--- src/hdl/fir_filter_loadable_coeffs_unit_macros.svh ---
// ============================================================================
// Assertion macros for the loadable-coefficient FIR filter
// Shared property forms, clocked on clk and disabled while rst_n is low.
// ============================================================================
`ifndef FIR_FILTER_LOADABLE_COEFFS_UNIT_MACROS_SVH
`define FIR_FILTER_LOADABLE_COEFFS_UNIT_MACROS_SVH

// The consequent must hold in the same cycle as the antecedent.
`define FIR_ASSERT_NOW(label, ante, cons, msg) \
    label: assert property (@(posedge clk) disable iff (!rst_n) (ante) |-> (cons)) \
        else $error(msg);

// The consequent must hold in the cycle after the antecedent.
`define FIR_ASSERT_NEXT(label, ante, cons, msg) \
    label: assert property (@(posedge clk) disable iff (!rst_n) (ante) |=> (cons)) \
        else $error(msg);

`endif

--- src/hdl/fir_flc_pkg.sv ---
// ============================================================================
// fir_flc_pkg
// Types and fixed constants of the loadable-coefficient FIR filter.
// ============================================================================
package fir_flc_pkg;

    localparam int TAP_INDEX_WIDTH = 6;

    typedef enum logic [3:0]
    {
        ST_IDLE  = 4'b0001,
        ST_RUN   = 4'b0010,
        ST_DRAIN = 4'b0100,
        ST_EMIT  = 4'b1000
    } state_t;

endpackage

--- src/hdl/fir_flc_ram.sv ---
// ============================================================================
// fir_flc_ram
// Generic single-clock RAM with one write port and one registered read port.
// ============================================================================
module fir_flc_ram
#(
    parameter int WIDTH = 16,
    parameter int DEPTH = 33
)
(
    input  logic                     clk,
    input  logic                     wr_en,
    input  logic [$clog2(DEPTH)-1:0] wr_addr,
    input  logic [WIDTH-1:0]         wr_data,
    input  logic                     rd_en,
    input  logic [$clog2(DEPTH)-1:0] rd_addr,
    output logic [WIDTH-1:0]         rd_data
);

    logic [WIDTH-1:0] mem [DEPTH];

    always_ff @(posedge clk)
    begin
        if (wr_en)
        begin
            mem[wr_addr] <= wr_data;
        end
        if (rd_en)
        begin
            rd_data <= mem[rd_addr];
        end
    end

endmodule

--- src/hdl/fir_filter_loadable_coeffs_unit.sv ---
// ============================================================================
// fir_filter_loadable_coeffs_unit
// Direct-form FIR filter with ORDER+1 taps and a loadable coefficient store.
// A sample transaction is swept one tap per cycle, drained and then emitted;
// no new item is accepted until its result has been registered for output.
// A held result delays the next one. A coefficient transaction is written
// without leaving the idle state. Reset clears the pointers, the tap counter,
// the control state and the valid bits of both memories, so every coefficient
// and every stored sample reads as zero.
// ============================================================================
module fir_filter_loadable_coeffs_unit
    import fir_flc_pkg::*;
#(
    parameter int ORDER        = 32,
    parameter int SAMPLE_WIDTH = 16,
    parameter int COEF_WIDTH   = 16
)
(
    input  logic clk,
    input  logic rst_n,
    input  logic s_axis_tvalid,
    output logic s_axis_tready,
    // sample_in, tap_index, tap_value, zero fill
    input  logic [((SAMPLE_WIDTH+TAP_INDEX_WIDTH+COEF_WIDTH+7)/8)*8-1:0] s_axis_tdata,
    // mode
    input  logic [0:0] s_axis_tuser,
    output logic m_axis_tvalid,
    input  logic m_axis_tready,
    // sample_out, zero fill
    output logic [((SAMPLE_WIDTH+7)/8)*8-1:0] m_axis_tdata
);

    `include "fir_filter_loadable_coeffs_unit_macros.svh"

    localparam int TAPS      = ORDER + 1;
    localparam int TAP_W     = $clog2(TAPS);
    localparam int IDX_W     = (TAP_W > TAP_INDEX_WIDTH) ? TAP_W : TAP_INDEX_WIDTH;
    localparam int PROD_W    = SAMPLE_WIDTH + COEF_WIDTH;
    localparam int ACC_W     = PROD_W + TAP_W;
    localparam int OUT_DW    = ((SAMPLE_WIDTH + 7) / 8) * 8;
    localparam int IDX_LSB   = SAMPLE_WIDTH;
    localparam int VAL_LSB   = SAMPLE_WIDTH + TAP_INDEX_WIDTH;

    localparam logic [TAP_W-1:0]        LAST_TAP = TAP_W'(ORDER);
    localparam logic [IDX_W-1:0]        MAX_IDX  = IDX_W'(ORDER);
    localparam logic signed [ACC_W-1:0] HALF_LSB = ACC_W'(1) <<< (COEF_WIDTH - 2);
    localparam logic signed [ACC_W-1:0] OUT_MAX  = ACC_W'((1 << (SAMPLE_WIDTH - 1)) - 1);
    localparam logic signed [ACC_W-1:0] OUT_MIN  = -OUT_MAX - ACC_W'(1);

    state_t state_reg, state_next;

    logic [TAP_W-1:0] wp_reg, wp_next;
    logic [TAP_W-1:0] k_reg, k_next;
    logic [TAP_W-1:0] rd_ptr_reg, rd_ptr_next;
    logic [TAPS-1:0]  coef_vld_reg, coef_vld_next;
    logic [TAPS-1:0]  dly_vld_reg, dly_vld_next;
    logic             rd_v_reg, rd_v_next;
    logic             prod_v_reg, prod_v_next;
    logic             coef_hit_reg, coef_hit_next;
    logic             dly_hit_reg, dly_hit_next;
    logic             out_v_reg, out_v_next;

    logic signed [PROD_W-1:0]       prod_reg, prod_next;
    logic signed [ACC_W-1:0]        acc_reg, acc_next;
    logic signed [SAMPLE_WIDTH-1:0] out_reg, out_next;

    logic                    in_fire;
    logic                    sample_fire;
    logic                    coef_fire;
    logic [IDX_W-1:0]        tap_idx_ext;
    logic                    issue;
    logic [COEF_WIDTH-1:0]   coef_rd;
    logic [SAMPLE_WIDTH-1:0] dly_rd;
    logic signed [COEF_WIDTH-1:0]   coef_eff;
    logic signed [SAMPLE_WIDTH-1:0] dly_eff;
    logic signed [ACC_W-1:0] rounded;
    logic signed [ACC_W-1:0] shifted;
    logic signed [SAMPLE_WIDTH-1:0] saturated;

    assign s_axis_tready = (state_reg == ST_IDLE);
    assign in_fire       = s_axis_tvalid && s_axis_tready;
    assign sample_fire   = in_fire && !s_axis_tuser[0];
    assign tap_idx_ext   = IDX_W'(s_axis_tdata[VAL_LSB-1:IDX_LSB]);
    assign coef_fire     = in_fire && s_axis_tuser[0] && (tap_idx_ext <= MAX_IDX);
    assign issue         = (state_reg == ST_RUN);

    fir_flc_ram
    #(
        .WIDTH (COEF_WIDTH),
        .DEPTH (TAPS)
    )
    u_coef_ram
    (
        .clk     (clk),
        .wr_en   (coef_fire),
        .wr_addr (tap_idx_ext[TAP_W-1:0]),
        .wr_data (s_axis_tdata[VAL_LSB+COEF_WIDTH-1:VAL_LSB]),
        .rd_en   (issue),
        .rd_addr (k_reg),
        .rd_data (coef_rd)
    );

    fir_flc_ram
    #(
        .WIDTH (SAMPLE_WIDTH),
        .DEPTH (TAPS)
    )
    u_delay_ram
    (
        .clk     (clk),
        .wr_en   (sample_fire),
        .wr_addr (wp_reg),
        .wr_data (s_axis_tdata[SAMPLE_WIDTH-1:0]),
        .rd_en   (issue),
        .rd_addr (rd_ptr_reg),
        .rd_data (dly_rd)
    );

    assign coef_eff = coef_hit_reg ? $signed(coef_rd) : '0;
    assign dly_eff  = dly_hit_reg ? $signed(dly_rd) : '0;

    assign rounded = acc_reg + HALF_LSB;
    assign shifted = rounded >>> (COEF_WIDTH - 1);

    always_comb
    begin
        priority if (shifted > OUT_MAX)
        begin
            saturated = OUT_MAX[SAMPLE_WIDTH-1:0];
        end
        else if (shifted < OUT_MIN)
        begin
            saturated = OUT_MIN[SAMPLE_WIDTH-1:0];
        end
        else
        begin
            saturated = shifted[SAMPLE_WIDTH-1:0];
        end
    end

    always_comb
    begin
        state_next    = state_reg;
        wp_next       = wp_reg;
        k_next        = k_reg;
        rd_ptr_next   = rd_ptr_reg;
        coef_vld_next = coef_vld_reg;
        dly_vld_next  = dly_vld_reg;
        rd_v_next     = issue;
        prod_v_next   = rd_v_reg;
        coef_hit_next = coef_hit_reg;
        dly_hit_next  = dly_hit_reg;
        out_v_next    = out_v_reg && !m_axis_tready;
        prod_next     = prod_reg;
        acc_next      = acc_reg;
        out_next      = out_reg;

        if (coef_fire)
        begin
            coef_vld_next[tap_idx_ext[TAP_W-1:0]] = 1'b1;
        end

        if (rd_v_reg)
        begin
            prod_next = coef_eff * dly_eff;
        end
        if (prod_v_reg)
        begin
            acc_next = acc_reg + ACC_W'(prod_reg);
        end

        unique case (state_reg)
            ST_IDLE:
            begin
                if (sample_fire)
                begin
                    dly_vld_next[wp_reg] = 1'b1;
                    rd_ptr_next = wp_reg;
                    wp_next     = (wp_reg == LAST_TAP) ? '0 : wp_reg + TAP_W'(1);
                    k_next      = '0;
                    acc_next    = '0;
                    state_next  = ST_RUN;
                end
            end
            ST_RUN:
            begin
                coef_hit_next = coef_vld_reg[k_reg];
                dly_hit_next  = dly_vld_reg[rd_ptr_reg];
                rd_ptr_next   = (rd_ptr_reg == '0) ? LAST_TAP : rd_ptr_reg - TAP_W'(1);
                if (k_reg == LAST_TAP)
                begin
                    k_next     = '0;
                    state_next = ST_DRAIN;
                end
                else
                begin
                    k_next = k_reg + TAP_W'(1);
                end
            end
            ST_DRAIN:
            begin
                if (!rd_v_reg && !prod_v_reg)
                begin
                    state_next = ST_EMIT;
                end
            end
            ST_EMIT:
            begin
                if (!out_v_reg || m_axis_tready)
                begin
                    out_next   = saturated;
                    out_v_next = 1'b1;
                    state_next = ST_IDLE;
                end
            end
            default:
            begin
                state_next = ST_IDLE;
            end
        endcase
    end

    always_ff @(posedge clk or negedge rst_n)
    begin
        if (!rst_n)
        begin
            state_reg    <= ST_IDLE;
            wp_reg       <= '0;
            k_reg        <= '0;
            rd_ptr_reg   <= '0;
            coef_vld_reg <= '0;
            dly_vld_reg  <= '0;
            rd_v_reg     <= 1'b0;
            prod_v_reg   <= 1'b0;
            coef_hit_reg <= 1'b0;
            dly_hit_reg  <= 1'b0;
            out_v_reg    <= 1'b0;
        end
        else
        begin
            state_reg    <= state_next;
            wp_reg       <= wp_next;
            k_reg        <= k_next;
            rd_ptr_reg   <= rd_ptr_next;
            coef_vld_reg <= coef_vld_next;
            dly_vld_reg  <= dly_vld_next;
            rd_v_reg     <= rd_v_next;
            prod_v_reg   <= prod_v_next;
            coef_hit_reg <= coef_hit_next;
            dly_hit_reg  <= dly_hit_next;
            out_v_reg    <= out_v_next;
        end
    end

    always_ff @(posedge clk)
    begin
        prod_reg <= prod_next;
        acc_reg  <= acc_next;
        out_reg  <= out_next;
    end

    assign m_axis_tvalid = out_v_reg;
    assign m_axis_tdata  = OUT_DW'($unsigned(out_reg));

    `FIR_ASSERT_NEXT(a_sample_starts_run,
        s_axis_tvalid && s_axis_tready && !s_axis_tuser[0],
        state_reg == ST_RUN,
        "An accepted sample transaction did not start the tap sweep.")

    `FIR_ASSERT_NOW(a_pointers_in_range,
        1'b1,
        (wp_reg <= LAST_TAP) && (rd_ptr_reg <= LAST_TAP) && (k_reg <= LAST_TAP),
        "A delay-line pointer or tap counter left the tap range.")

    `FIR_ASSERT_NOW(a_emit_after_drain,
        state_reg == ST_EMIT,
        !rd_v_reg && !prod_v_reg,
        "The result was formed while products were still in flight.")

    `FIR_ASSERT_NOW(a_result_from_emit,
        $rose(out_v_reg),
        $past(state_reg == ST_EMIT),
        "A result appeared without the emit step.")

endmodule
--- config.mk ---
export PLATFORM = sky130hd
export DESIGN_NAME = fir_filter_loadable_coeffs_unit
export DESIGN_NICKNAME = d
export VERILOG_FILES = /design/src/hdl/fir_flc_pkg.sv /design/src/hdl/fir_flc_ram.sv /design/src/hdl/fir_filter_loadable_coeffs_unit.sv
export VERILOG_INCLUDE_DIRS = /design/src /design/src/hdl
export SDC_FILE = /design/constraint.sdc
export NUM_CORES = 2
export LEC_CHECK = 0
export BUFFER_PORTS_ARGS = -buffer_cell sky130_fd_sc_hd__buf_2
export CAP_MARGIN = 10
export CELL_PAD_IN_SITES_DETAIL_PLACEMENT = 1
export CELL_PAD_IN_SITES_GLOBAL_PLACEMENT = 2
export CORE_ASPECT_RATIO = 1.2
export CORE_MARGIN = 2
export CORE_UTILIZATION = 25
export CTS_BUF_LIST = sky130_fd_sc_hd__clkbuf_8 sky130_fd_sc_hd__clkbuf_16
export CTS_CLUSTER_DIAMETER = 40
export DETAILED_ROUTE_END_ITERATION = 10
export GPL_TIMING_DRIVEN = 0
export HOLD_SLACK_MARGIN = 0.05
export PLACE_DENSITY_LB_ADDON = 0.1
export SLEW_MARGIN = 15
export SYNTH_ARGS = -nofsm -noshare
export SYNTH_HDL_FRONTEND = slang
export SYNTH_HIERARCHICAL = 1
export SYNTH_SLANG_ARGS = --single-unit
--- constraint.sdc ---
create_clock -name clk -period 7.2 [get_ports clk]
set_clock_uncertainty 0.15 [all_clocks]
set_input_delay 2.16 -clock clk [delete_from_list [all_inputs] [get_ports clk]]
set_output_delay 2.16 -clock clk [all_outputs]
set_load 0.01 [all_outputs]
==> reports/results.tsv <==
metric	value	unit
clock.fmax	142.8	MHz
grt_pass1_vias	40950	
post-dp-hpwl	148.6	mm
syn_avg_cell_area	14.31	µm²
irDropWorstVdd	0.0002168	V
hold_buffers	0	
drt-met1-wl	91.06	mm
start_util	0.2511	
viasPerCell	4.620	
dp_cells	7658	
combPwrFrac	0.255	
io_buffers	60	
leakagePower	0.02785	µW
cts_tree	yes	
io_pins	63	
required	7.62	ns
tightest_slew	1.099	ns
synth.largest_area_cell	edfxtp_1	
min_period	7.002	ns
crit_type	reg -> reg	
hold_slack	0.2988	ns
r2r-start	dly_hit_reg	
top_layer	met5	
drive_above_1_share	0.1709	
drc	0	
fin_tns_setup	0	ns
cts.sink_count	1267	
final_cell_area	0.07584	mm²
synth_area_leaders	edfxtp_1 55%, mux2i_1 8.6%, fa_1 8.5%	
gp_congestion	0.7832	
status	complete, no violations	
drv_cap	0	
vias	37390	
placedInstanceArea	0.06723	mm²
cp-startpoint	dly_hit_reg	
synth_edf_count	1136	
rows	200	
clk_path_buf_depth	4	
core	0.2472	mm²
cp-start-kind	flip-flop	
worstSetupEndpoint	prod_reg[31]	
p_sw	8607	µW
powerDensity	351.3	mW/mm²
gr-total-overflow	0	
yosysMostFrequentCell	edfxtp_1	
grt_pass1_wl	301.6	mm
ys_types	100	
slew_headroom	0.2645	
cts_made_buffers	236	
r2r_cells	23	
ys.flop_type	edfxtp_1	
area_growth	22.19	%
dieWidth	458.9	µm
cts-root-buf	clkbuf_16	
cell_internal_pwr	18040	µW
nets	5097	
wire_per_inst	26.20	µm
yosysSeqAreaShare	0.5994	
clk_latency	0.91	ns
clk_pin_slew	0.05	ns
grt_max_degree	53	
synth_cells	4339	
finalWirelength	212.1	mm
grt_use_total	0.1671	
yosysWarnings	6	
wl_met2	106.2	mm
critPathMaxFanout	10	
p_clk_frac	0.421	
met3_length	8.097	mm
power_frac_seq	0.324	
hold_path.class	reg -> reg	
syn_nets	4773	
dieHeight	549.8	µm
reg2reg_to	prod_reg[31]	
period_share	0.9725	
drt_iter0_markers	1988	
synth_commonest_cells	1136 x edfxtp_1, 534 x mux2i_1, 350 x inv_1	
drv_slew	0	
ant_nets	0	
netSwitchingFraction	0.3230	
rsz0062_at_grt	yes	
final_cells	8094	
design.die.area	0.2523	mm²
setup-violations-final	0	
first_pass_iters	5	
hold_violations	0	
finish.utilization	0.3068	
htree_levels	4	
synth_top_area_frac	0.5496	
synth_area	0.06207	mm²
arrival	7.42	ns
synth_seq_cells	1267	
hp-start	dly_vld_reg[22]	
endpoint_kind	flip-flop	
antenna_found_initial	16	
r2r_slack	0.20	ns
async_flop_share	0.07340	
-- layout make-up --
type                    count  area, µm²
diodes                     10      25.02
flip-flops and latches   1267      37200
well taps                3232       4044
multi-input cells        2514      23050
repair buffers            101      865.8
clock inverters           182       1969
plain buffers             191       1297
fillers                 25910     171400
clock buffers             245       6063
inverters                 352       1321
-- kinds of logic after synthesis --
logic type | Yosys count | synth area share
AO/OA/AOI/OAI | 704 | 0.08567
XOR/XNOR | 75 | 0.01089
adder cells (fa/ha/maj) | 389 | 0.1102
buffers and inverters | 558 | 0.04100
flip-flops | 1267 | 0.5994
multiplexers | 555 | 0.09355
AND/OR/NAND/NOR | 791 | 0.05930
-- layer usage --
metal | up-vias | track usage
li1 | 16770 | -
met1 | 19660 | 0.2083
met2 | 618 | 0.2930
met3 | 335 | 0.02875
met4 | 10 | 0.05221
met5 | - | 0
-- worst min path at each step --
stage,to,slack [ns],cells past startpoint
4_1_cts,coef_vld_reg[6],0.30,1
6_report,dly_vld_reg[22],0.30,1
5_1_grt,coef_vld_reg[27],0.32,1
3_3_place_gp,coef_vld_reg[15],0.28,1
3_5_place_dp,coef_vld_reg[15],0.29,1
2_1_floorplan,coef_vld_reg[10],0.27,1
-- critical path, stage by stage, from the launching register on --
cell and delay [ns]:
dfrtp_1 0.42, buf_8 0.18, and2_1 0.25, buf_4 0.24
nand2_1 0.10, fa_1 0.55, inv_1 0.05, fa_1 0.53
fa_1 0.48, fa_1 0.54, fa_1 0.55, inv_1 0.05
fa_1 0.52, inv_1 0.04, ha_1 0.35, a21o_1 0.19
a21o_1 0.21, a211oi_2 0.27, nor2_2 0.12, o41ai_4 0.28
buf_4 0.19, a21oi_4 0.08, nor4_2 0.29, nor3_2 0.09
-- cell usage in the layout, fill, tap and decap left out, types with 65 or more instances in the layout --
cell	n
a22o_1	65
fa_1	260
buf_2	80
clkbuf_1	74
nand2_1	212
ha_1	123
a21o_1	79
edfxtp_1	1136
a21oi_1	130
inv_1	372
clkbuf_16	239
mux2i_1	534
nor2_1	238
a22oi_1	128
dfrtp_1	90
-- what timing repair did --
item                       CTS  global route
pin swaps                    3            10
gates resized for setup    101            54
setup endpoints to repair   16             7
buffers inserted             6             8
-- through the flow --
step	total power [µW]	worst slack, ns
global placement	15550	-1.604
detailed placement	15640	-1.549
floorplan	12800	0.4564
CTS	27090	-0.007807
global route	27790	-0.008922
finish	26640	0.1976
-- power by group through the flow --
stage / clock network [µW] / logic [µW] / registers [µW]
floorplan: 0 / 4170 / 8630
global placement: 0 / 6790 / 8760
detailed placement: 0 / 6880 / 8760
CTS: 11500 / 6950 / 8620
global route: 11800 / 7330 / 8660
finish: 11200 / 6800 / 8620
(Power assumes the default switching activity.)
